[src/rtl/core/ring_deque_with_search_sort_unit_defines.svh]
// ----------------------------------------------------------------------------
// Ring deque assertion macros
// Concurrent check helpers clocked on clk and disabled while arst_n is low.
// ----------------------------------------------------------------------------
`ifndef RING_DEQUE_WITH_SEARCH_SORT_UNIT_DEFINES_SVH
`define RING_DEQUE_WITH_SEARCH_SORT_UNIT_DEFINES_SVH

`ifndef SYNTHESIS
// Hold prop at every edge outside reset.
`define RDQ_ASSERT(label, prop) \
	label: assert property (@(posedge clk) disable iff (!arst_n) (prop)) \
		else $error("rdq: check failed");
// Require post in the cycle after pre.
`define RDQ_ASSERT_NEXT(label, pre, post) \
	label: assert property (@(posedge clk) disable iff (!arst_n) (pre) |=> (post)) \
		else $error("rdq: sequence check failed");
`else
`define RDQ_ASSERT(label, prop)
`define RDQ_ASSERT_NEXT(label, pre, post)
`endif

`endif

[src/rtl/core/rdq_pkg.sv]
// ----------------------------------------------------------------------------
// Ring deque package
// Command and status codes, item structs and sequencer states.
// ----------------------------------------------------------------------------
package rdq_pkg;

	localparam int DATA_W = 32;

	typedef enum logic [2:0] {
		CMD_PUSH_FRONT = 3'd0,
		CMD_PUSH_BACK  = 3'd1,
		CMD_POP_FRONT  = 3'd2,
		CMD_POP_BACK   = 3'd3,
		CMD_PEEK       = 3'd4,
		CMD_LENGTH     = 3'd5,
		CMD_SEARCH     = 3'd6,
		CMD_SORT       = 3'd7
	} cmd_t;

	typedef enum logic [1:0] {
		ST_OK    = 2'd0,
		ST_EMPTY = 2'd1,
		ST_FULL  = 2'd2
	} status_t;

	typedef enum logic [2:0] {
		S_IDLE,
		S_POP,
		S_SRCH,
		S_SLOAD,
		S_SSTEP,
		S_SEND,
		S_DONE
	} state_t;

	typedef struct packed {
		cmd_t                     command;
		logic signed [DATA_W-1:0] value;
	} in_t;

	typedef struct packed {
		logic signed [DATA_W-1:0] data_out;
		status_t                  status;
		logic                     found;
		logic [3:0]               position;
		logic [4:0]               count;
	} out_t;

endpackage

[src/rtl/core/rdq_ram.sv]
// ----------------------------------------------------------------------------
// Ring deque entry memory
// One write port and one read port with registered read data.
// ----------------------------------------------------------------------------
module rdq_ram
	import rdq_pkg::*;
#(
	parameter int DEPTH = 16,
	parameter int AW    = 4
) (
	input  logic                     clk,
	input  logic                     wr_en,
	input  logic [AW-1:0]            wr_addr,
	input  logic signed [DATA_W-1:0] wr_data,
	input  logic [AW-1:0]            rd_addr,
	output logic signed [DATA_W-1:0] rd_data
);

	logic signed [DATA_W-1:0] mem [DEPTH];
	logic signed [DATA_W-1:0] rd_data_q;

	always_ff @(posedge clk) begin
		if (wr_en) begin
			mem[wr_addr] <= wr_data;
		end
	end

	always_ff @(posedge clk) begin
		rd_data_q <= mem[rd_addr];
	end

	assign rd_data = rd_data_q;

endmodule

[src/rtl/core/ring_deque_with_search_sort_unit.sv]
// ----------------------------------------------------------------------------
// Ring deque with search and sort: push, length and full/empty cases go from idle
// straight to done, pop and peek read one entry, search scans and sort runs bubble passes.
// One item at a time; every read goes through the entry memory's one registered
// read port. A stalled response holds the block in its last step until it drains.
// Reset clears pointers, count and handshakes; entry contents stay undefined.
// ----------------------------------------------------------------------------
`include "ring_deque_with_search_sort_unit_defines.svh"

module ring_deque_with_search_sort_unit
	import rdq_pkg::*;
#(
	parameter int CAPACITY = 16
) (
	input  logic clk,
	input  logic arst_n,
	input  logic cmd_valid,
	output logic cmd_stall,
	input  in_t  cmd,
	output logic rsp_valid,
	input  logic rsp_stall,
	output out_t rsp
);

	localparam int IW = $clog2(CAPACITY);
	localparam int CW = $clog2(CAPACITY + 1);
	localparam logic [CW:0] CAP_EXT = (CW + 1)'(CAPACITY);

	state_t                   state_q, state_d;
	logic [IW-1:0]            front_q, front_d;
	logic [CW-1:0]            count_q, count_d;
	logic [CW-1:0]            idx_q, idx_d;
	logic signed [DATA_W-1:0] val_q, val_d;
	logic signed [DATA_W-1:0] carry_q, carry_d;
	logic                     swap_q, swap_d;
	out_t                     res_q, res_d;
	out_t                     rsp_q, rsp_d;
	logic                     rsp_valid_q, rsp_valid_d;

	logic                     wr_en;
	logic [IW-1:0]            wr_addr;
	logic signed [DATA_W-1:0] wr_data;
	logic [IW-1:0]            rd_addr;
	logic signed [DATA_W-1:0] rd_data;
	logic                     acc;
	logic                     gt;
	logic [CW-1:0]            idx_inc;

	function automatic logic [IW-1:0] slot_of(input logic [IW-1:0] base,
		input logic [CW-1:0] pos);
		logic [CW:0] sum;
		sum = {{(CW + 1 - IW){1'b0}}, base} + {1'b0, pos};
		if (sum >= CAP_EXT) begin
			sum = sum - CAP_EXT;
		end
		return sum[IW-1:0];
	endfunction

	rdq_ram #(
		.DEPTH (CAPACITY),
		.AW    (IW)
	) u_ram (
		.clk     (clk),
		.wr_en   (wr_en),
		.wr_addr (wr_addr),
		.wr_data (wr_data),
		.rd_addr (rd_addr),
		.rd_data (rd_data)
	);

	assign acc     = cmd_valid && (state_q == S_IDLE);
	assign gt      = carry_q > rd_data;
	assign idx_inc = idx_q + CW'(1);

	always_ff @(posedge clk or negedge arst_n) begin
		if (!arst_n) begin
			state_q     <= S_IDLE;
			front_q     <= '0;
			count_q     <= '0;
			idx_q       <= '0;
			swap_q      <= 1'b0;
			rsp_valid_q <= 1'b0;
		end else begin
			state_q     <= state_d;
			front_q     <= front_d;
			count_q     <= count_d;
			idx_q       <= idx_d;
			swap_q      <= swap_d;
			rsp_valid_q <= rsp_valid_d;
		end
	end

	always_ff @(posedge clk) begin
		val_q   <= val_d;
		carry_q <= carry_d;
		res_q   <= res_d;
		rsp_q   <= rsp_d;
	end

	always_comb begin
		state_d     = state_q;
		front_d     = front_q;
		count_d     = count_q;
		idx_d       = idx_q;
		val_d       = val_q;
		carry_d     = carry_q;
		swap_d      = swap_q;
		res_d       = res_q;
		rsp_d       = rsp_q;
		rsp_valid_d = rsp_valid_q && rsp_stall;
		wr_en       = 1'b0;
		wr_addr     = front_q;
		wr_data     = val_q;
		rd_addr     = front_q;

		case (state_q)
			S_IDLE: begin
				if (acc) begin
					val_d        = cmd.value;
					res_d        = '0;
					res_d.status = ST_OK;
					state_d      = S_DONE;
					case (cmd.command)
						CMD_PUSH_FRONT, CMD_PUSH_BACK: begin
							if (count_q == CW'(CAPACITY)) begin
								res_d.status = ST_FULL;
							end else begin
								wr_en   = 1'b1;
								wr_data = cmd.value;
								count_d = count_q + CW'(1);
								if (cmd.command == CMD_PUSH_FRONT) begin
									front_d = (front_q == '0) ? IW'(CAPACITY - 1)
										: front_q - IW'(1);
									wr_addr = front_d;
								end else begin
									wr_addr = slot_of(front_q, count_q);
								end
							end
						end
						CMD_POP_FRONT, CMD_POP_BACK, CMD_PEEK: begin
							if (count_q == '0) begin
								res_d.status = ST_EMPTY;
							end else begin
								state_d = S_POP;
								if (cmd.command == CMD_POP_FRONT) begin
									front_d = (front_q == IW'(CAPACITY - 1)) ? '0
										: front_q + IW'(1);
									count_d = count_q - CW'(1);
								end else if (cmd.command == CMD_POP_BACK) begin
									rd_addr = slot_of(front_q, count_q - CW'(1));
									count_d = count_q - CW'(1);
								end
							end
						end
						CMD_SEARCH: begin
							if (count_q != '0) begin
								idx_d   = CW'(1);
								state_d = S_SRCH;
							end
						end
						CMD_SORT: begin
							if (count_q >= CW'(2)) begin
								idx_d   = CW'(1);
								swap_d  = 1'b0;
								state_d = S_SLOAD;
							end
						end
						default: begin
							state_d = S_DONE;
						end
					endcase
				end
			end
			S_POP: begin
				res_d.data_out = rd_data;
				state_d        = S_DONE;
			end
			S_SRCH: begin
				// rd_data holds the entry at position idx_q - 1
				if (rd_data == val_q) begin
					res_d.found    = 1'b1;
					res_d.position = 4'(idx_q - CW'(1));
					state_d        = S_DONE;
				end else if (idx_q == count_q) begin
					state_d = S_DONE;
				end else begin
					rd_addr = slot_of(front_q, idx_q);
					idx_d   = idx_inc;
				end
			end
			S_SLOAD: begin
				carry_d = rd_data;
				rd_addr = slot_of(front_q, idx_q);
				state_d = S_SSTEP;
			end
			S_SSTEP: begin
				// drop the smaller one behind, carry the larger one forward
				wr_en   = 1'b1;
				wr_addr = slot_of(front_q, idx_q - CW'(1));
				wr_data = gt ? rd_data : carry_q;
				carry_d = gt ? carry_q : rd_data;
				if (gt) begin
					swap_d = 1'b1;
				end
				if (idx_inc == count_q) begin
					state_d = S_SEND;
				end else begin
					rd_addr = slot_of(front_q, idx_inc);
					idx_d   = idx_inc;
				end
			end
			S_SEND: begin
				wr_en   = 1'b1;
				wr_addr = slot_of(front_q, idx_q);
				wr_data = carry_q;
				if (swap_q) begin
					idx_d   = CW'(1);
					swap_d  = 1'b0;
					state_d = S_SLOAD;
				end else begin
					state_d = S_DONE;
				end
			end
			S_DONE: begin
				if (!rsp_valid_q || !rsp_stall) begin
					rsp_d       = res_q;
					rsp_d.count = 5'(count_q);
					rsp_valid_d = 1'b1;
					state_d     = S_IDLE;
				end
			end
			default: begin
				state_d = S_IDLE;
			end
		endcase
	end

	assign cmd_stall = (state_q != S_IDLE);
	assign rsp_valid = rsp_valid_q;
	assign rsp       = rsp_q;

	`RDQ_ASSERT(a_count_bound, count_q <= CW'(CAPACITY))
	`RDQ_ASSERT(a_front_bound, front_q <= IW'(CAPACITY - 1))
	`RDQ_ASSERT(a_sort_index, (state_q == S_SSTEP) |-> (idx_q < count_q && idx_q != '0))
	`RDQ_ASSERT_NEXT(a_pop_count, acc && cmd.command == CMD_POP_FRONT && count_q != '0,
		count_q == $past(count_q) - CW'(1))

endmodule
[config.mk]
export PLATFORM = sky130hd
export DESIGN_NAME = ring_deque_with_search_sort_unit
export DESIGN_NICKNAME = d
export VERILOG_FILES = /design/src/rtl/core/rdq_pkg.sv /design/src/rtl/core/rdq_ram.sv /design/src/rtl/core/ring_deque_with_search_sort_unit.sv
export VERILOG_INCLUDE_DIRS = /design/src /design/src/rtl/core
export SDC_FILE = /design/constraint.sdc
export NUM_CORES = 1
export LEC_CHECK = 0
export ABC_CLOCK_PERIOD_IN_PS = 11660
export BUFFER_PORTS_ARGS = -buffer_cell sky130_fd_sc_hd__clkbuf_2
export CAP_MARGIN = 20
export CORE_MARGIN = 3
export CORE_UTILIZATION = 30
export DETAILED_ROUTE_END_ITERATION = 7
export PLACE_DENSITY_LB_ADDON = 0.1
export REMOVE_ABC_BUFFERS = 1
export SETUP_SLACK_MARGIN = 0.02
export SLEW_MARGIN = 10
export SYNTH_ARGS = -nofsm -noshare
export SYNTH_HDL_FRONTEND = slang
export SYNTH_HIERARCHICAL = 1
export SYNTH_SLANG_ARGS = --single-unit
[constraint.sdc]
create_clock -name clk -period 11.66 [get_ports clk]
set_clock_uncertainty 0.1 [all_clocks]
set_input_delay 2.915 -clock clk [delete_from_list [all_inputs] [get_ports clk]]
set_output_delay 2.915 -clock clk [all_outputs]
set_load 0.02 [all_outputs]
# After elaboration in Yosys (flattened, before gate mapping)
# Memories as Yosys holds them, arrays and structs flattened. A register that Yosys moved wholly into a read port is not among the register bits.
# Index checks and enable logic that the tools add are counted.
# word_totals
elab_cells	187
mem_bits_rw	512
mem_count	1
output_inout_bits	46
register_bits	166
# mem_list
memory	words	word_bits	read_ports	rd_ports_with_merged_regs	wr	line	text
u_ram.mem	16	32	1	1	1	rdq_ram.sv:19	logic signed [DATA_W-1:0] mem [DEPTH];
# classes
n_eq_ne	38
n_addsub	16
n_mux	78
reduce_logical	30
order_cmp	7
# ops
op	count
two-way mux 32 bit	5
one-hot mux 32 bit (2 select lines)	2
one-hot mux 32 bit (3 select lines)	1
two-way mux 4 bit	23
two-way mux 5 bit	12
two-way mux 44 bit	1
equality test 32 bit	1
> comparator 32 bit	1
adder 4 x 5 -> 6 bit	5
greater-or-equal comparator 6 x 5 -> 1 bit, second input constant	5
one-hot mux 5 bit (2 select lines)	3
inequality test 2 bit, second input constant	14
two-way mux 3 bit	9
subtractor 4 x 1 -> 4 bit, second input constant	6
one-hot mux 3 bit (7 select lines)	1
one-hot mux 5 bit (4 select lines)	1
equality test 3 bit, second input constant	6
one-hot mux 4 bit (4 select lines)	1
equality test 3 x 2 -> 1 bit, second input constant	4
two-way mux 1 bit	12
inequality test 3 bit, second input constant	4
one-hot mux 4 bit (3 select lines)	1
adder 5 x 1 -> 5 bit, second input constant	2
equality test 5 bit	2
33 further kinds	47

# Longest topological paths before layout
# logic_depth
depth_word	10
depth_mapped	17
depth_no_buf	14

# Hierarchy
# The synthesis kept the hierarchy.
# by_module_without_submodules
module	seq_area_each_um2	instances	cells_per_inst	area_per_inst_um2
rdq_ram	16015.4	1	838	19836.5
ring_deque_with_search_sort_unit	4889.7	1	820	9452.8

# Worst setup path after synthesis
# OpenSTA, ideal clock, no wires.
# synth_path
path_type	input-to-reg
start	in cmd[34] in the netlist's numbering
end	mem u_ram.mem[0][0], enable pin
setup_ns	0.461
stages	8
arrival_ns	6.916
path_buffers	1
setup_slack_ns	4.183
path_cell_list	buf_2 > nor3_1 > nor2_1 > a22o_1 > a22oi_1 > o21ai_0 > or3b_2 > nor3_1
# synth_lines
element	line	text
start: declaration	ring_deque_with_search_sort_unit.sv:19	input in_t cmd,
zero test 3 bit	ring_deque_with_search_sort_unit.sv:123, ring_deque_with_search_sort_unit.sv:131	
two-way mux 4 bit	ring_deque_with_search_sort_unit.sv:131	if (cmd.command == CMD_PUSH_FRONT) begin
two-way mux 4 bit	ring_deque_with_search_sort_unit.sv:125	if (count_q == CW'(CAPACITY)) begin
two-way mux 4 bit (*)	ring_deque_with_search_sort_unit.sv:123	case (cmd.command)
two-way mux 4 bit (*)	ring_deque_with_search_sort_unit.sv:118	if (acc) begin
one-hot mux 4 bit (3 select lines) (*)	ring_deque_with_search_sort_unit.sv:116	case (state_q)
via wr_addr[3]	ring_deque_with_search_sort_unit.sv:41	logic [IW-1:0] wr_addr;
end: declaration	rdq_ram.sv:19	
# The timed path passes the listed nets; every way through them passes the cells marked *.

# Worst setup path in the final report
# layout_path
start	in cmd[33] in the netlist's numbering
end	mem u_ram.mem[9][22], enable pin
# layout_between
elab_chain_cells	7
# layout_rtl
element	line	text
equality test 3 x 1 -> 1 bit or zero test 3 bit (tied branches)	ring_deque_with_search_sort_unit.sv:123	
OR reduction 2 bit (*)	ring_deque_with_search_sort_unit.sv:123	
two-way mux 1 bit (*)	ring_deque_with_search_sort_unit.sv:123	
two-way mux 1 bit (*)	ring_deque_with_search_sort_unit.sv:118	
one-hot mux 1 bit (2 select lines) (*)	ring_deque_with_search_sort_unit.sv:116	
via wr_en	ring_deque_with_search_sort_unit.sv:40	logic wr_en;
two-way mux 1 bit (*)	rdq_ram.sv:23	if (wr_en) begin
two-way mux 1 bit (implied by the code) (*)	rdq_ram.sv:24	mem[wr_addr] <= wr_data;
# Marked as above.

==> impl_metrics.toml <==
[place]
hpwl_um = 51030
io_buffer_count = 84
gp_congestion = 0.7830

[setup_path]
crit_type = "primary input to register"
required_ns = 11.84
startpoint = "cmd[33]"
critPathCapture = "u_ram/mem[9][22]"
crit_path_max_fanout = 38
worstSetupEndpointType = "register"
reg2reg_depth = 11
r2r_slack_ns = 5.83
critPathArrivalTime_ns = 7.23
r2r-start = "count_q[1]"
critPathLaunchType = "primary input"
reg2reg_to = "u_ram/mem[9][22]"

[routing]
avgViaCountPerCell = 5.212
vias = 16170
routedWlPerCell_um = 28.48
route.detailed.drc = 0
drt_first_iter_violations = 1631
finalWirelength_um = 88370
ant_nets = 0
dr.pass1.iters = 8

[synth]
synth_top_flop_cell = "edfxtp_1"
synth_async_sr_flop_share_pct = 2.676
syn-mean-instance-area_um2 = 17.67
synth_edf_count = 659
ys_seq_elements = 710
netlist.area_leader.share_pct = 67.56
yosysWarnings = 6
synth_cells = 1658
synthTopCellsByArea = "edfxtp_1, mux4_2, ha_1, dfxtp_1, a22oi_1"
synthesis.area_um2 = 29290
yosysTopAreaCell = "edfxtp_1"
yosysSeqAreaShare_pct = 71.37
ys_types = 78

[hold_path]
hold_start = "res_q[22]"
hp-class = "register to register"

[global_routing]
gr-usage-met1_pct = 24.82
met2_usage_pct = 27.40
gr-usage-met3_pct = 3.216
grt_pass1_vias = 16560
grtUsageTotal_pct = 17.35
grt.overflow.total = 0
grt_pass1_wl_um = 126700
antenna_found_initial = 3
top_usage_layer = "met2"
grt_max_degree = 70

[sta]
post-route-min-period_ns = 7.052
slew_violations = 0
finalSetupViolations = 0
timing.final.crit_share_pct = 60.48
rsz0062_at_grt = "false"
fmax_mhz = 141.8
setup_tns_ns = 0
slew_headroom_pct = 22.87
tightest_slew_ns = 1.154
hold_violations = 0

[run]
maxCapViolations = 0

[clock_tree]
cts_buffers = 81
htreeDepth = 3
tritoncts = "built"
cts_max_path_buffers = 3
post_cts_buffers = 0
clk_latency_ns = 0.65
hold_buffers = 0
cts-root-buf = "clkbuf_16"
cts-resized-gates = 0
clkSlewWorstSetupHoldPaths_ns = 0.06
cts_sinks = 710

[die]
die-area_um2 = 101400
core_um2 = 95860
initial_core_util_pct = 30.55
die-height_um = 318.5
rows = 113
die_w_um = 318.5
num_io_pins = 85

[layout]
final_nets = 1865
drive_above_1_share_pct = 23.05
area_growth_syn_to_layout_pct = 16.06

[run_status]
status = "finished clean"
## per-stage QoR
| step | hold slack (ns) | setup slack, ns | std cells | instance area (µm²) | utilization (%) |
|---|---|---|---|---|---|
| CTS | 0.3155 | 4.715 | 3100 | 33990 | 35.45 |
| finish | 0.3095 | 4.608 | 3103 | 33990 | 35.46 |
| detailed placement | 0.3052 | 4.022 | 2949 | 31330 | 32.68 |
| global route | 0.3251 | 4.394 | 3100 | 33990 | 35.45 |
| global placement | 0.3007 | 4.240 | 2949 | 31330 | 32.68 |
| floorplan | 0.3003 | 2.070 | 1562 | 28830 | - |
## cell usage after synthesis (all sizes together) (4+ instances only)
| cell type | count |
|---|---|
| nor2 | 38 |
| o21ai | 29 |
| nor2b | 9 |
| a21oi | 39 |
| nor3 | 16 |
| clkbuf | 43 |
| dfrtp | 19 |
| dfxtp | 32 |
| mux4 | 128 |
| buf | 53 |
| and2 | 37 |
| ha | 54 |
| xor2 | 17 |
| nand2b | 8 |
| inv | 49 |
| mux2i | 4 |
| a21o | 12 |
| nand3 | 46 |
| fa | 5 |
| nor4 | 5 |
| a222oi | 32 |
| nand2 | 65 |
| or2 | 4 |
| o31ai | 6 |
| edfxtp | 659 |
| nand4 | 48 |
| xnor2 | 48 |
| a22oi | 66 |
| o211ai | 34 |
## cell families (layout without fill, tap and decap cells)
| logic type | count (synthesis) | count (layout) | share of synthesized area [%] |
|---|---|---|---|
| AO/OA/AOI/OAI | 249 | 249 | 6.284 |
| multiplexers | 133 | 133 | 10.06 |
| XOR/XNOR | 65 | 65 | 1.944 |
| other | 0 | 3 | 0 |
| AND/OR/NAND/NOR | 297 | 297 | 5.489 |
| buffers and inverters | 145 | 322 | 2.200 |
| flip-flops | 710 | 710 | 71.37 |
| adder cells (fa/ha/maj) | 59 | 59 | 2.649 |
## worst min-delay path by stage
stage                     endpoint  slack [ns]  cells after the start
after floorplan            rsp[10]        0.30                      0
after global placement     rsp[35]        0.30                      0
after detailed placement   rsp[22]        0.31                      0
after CTS                  rsp[22]        0.32                      0
after global routing       rsp[29]        0.33                      0
final                      rsp[22]        0.31                      0
## registers in the layout, indices dropped and copies added, names as in the netlist, 3 cells and up
signal,flops
u_ram/rd_data,32
val_q,32
carry_q,32
idx_q,5
count_q,5
res_q,39
front_q,4
rsp,44
state_q,3
u_ram/mem,512
## critical path, cell delays in order
cell      delay [ns]
clkbuf_2        0.25
nor4_4          0.08
buf_4           0.31
o21bai_4        0.96
inv_1           0.25
o21ai_0         0.90
nand2b_1        0.47
nor2_4          0.52
buf_4           0.48
## cells in the final DEF (no fill, tap or decap), types with 32 or more instances in the layout
| cell type | instances |
|---|---|
| mux4_2 | 128 |
| and2_1 | 33 |
| a22oi_1 | 66 |
| buf_4 | 38 |
| nand2_1 | 64 |
| a222oi_1 | 32 |
| o211ai_1 | 34 |
| dfxtp_1 | 32 |
| clkbuf_16 | 82 |
| nand3_1 | 46 |
| nand4_1 | 48 |
| inv_1 | 48 |
| a21oi_1 | 37 |
| xnor2_1 | 48 |
| clkbuf_2 | 84 |
| ha_1 | 54 |
| edfxtp_1 | 659 |
## layout make-up
type | instances | area, µm²
fillers | 9075 | 61870
inverters | 49 | 183.9
well taps | 1265 | 1583
repair buffers | 122 | 705.7
diodes | 3 | 7.507
flip-flops and latches | 710 | 20910
multi-input cells | 803 | 7949
clock inverters | 43 | 470.5
clock buffers | 108 | 2190
## routing by layer
layer | part of all wire [%] | vias to the layer above | wire length, µm
met5 | 0 | - | 0
met4 | 2.1 | 0 | 1886
met3 | 5.1 | 112 | 4495
met2 | 47 | 457 | 41120
met1 | 46 | 8647 | 40860
li1 | - | 6957 | -
Power is left out: the tool's default activity adds up to more than one toggle a clock period on the data nets, which glitch-free logic cannot reach.
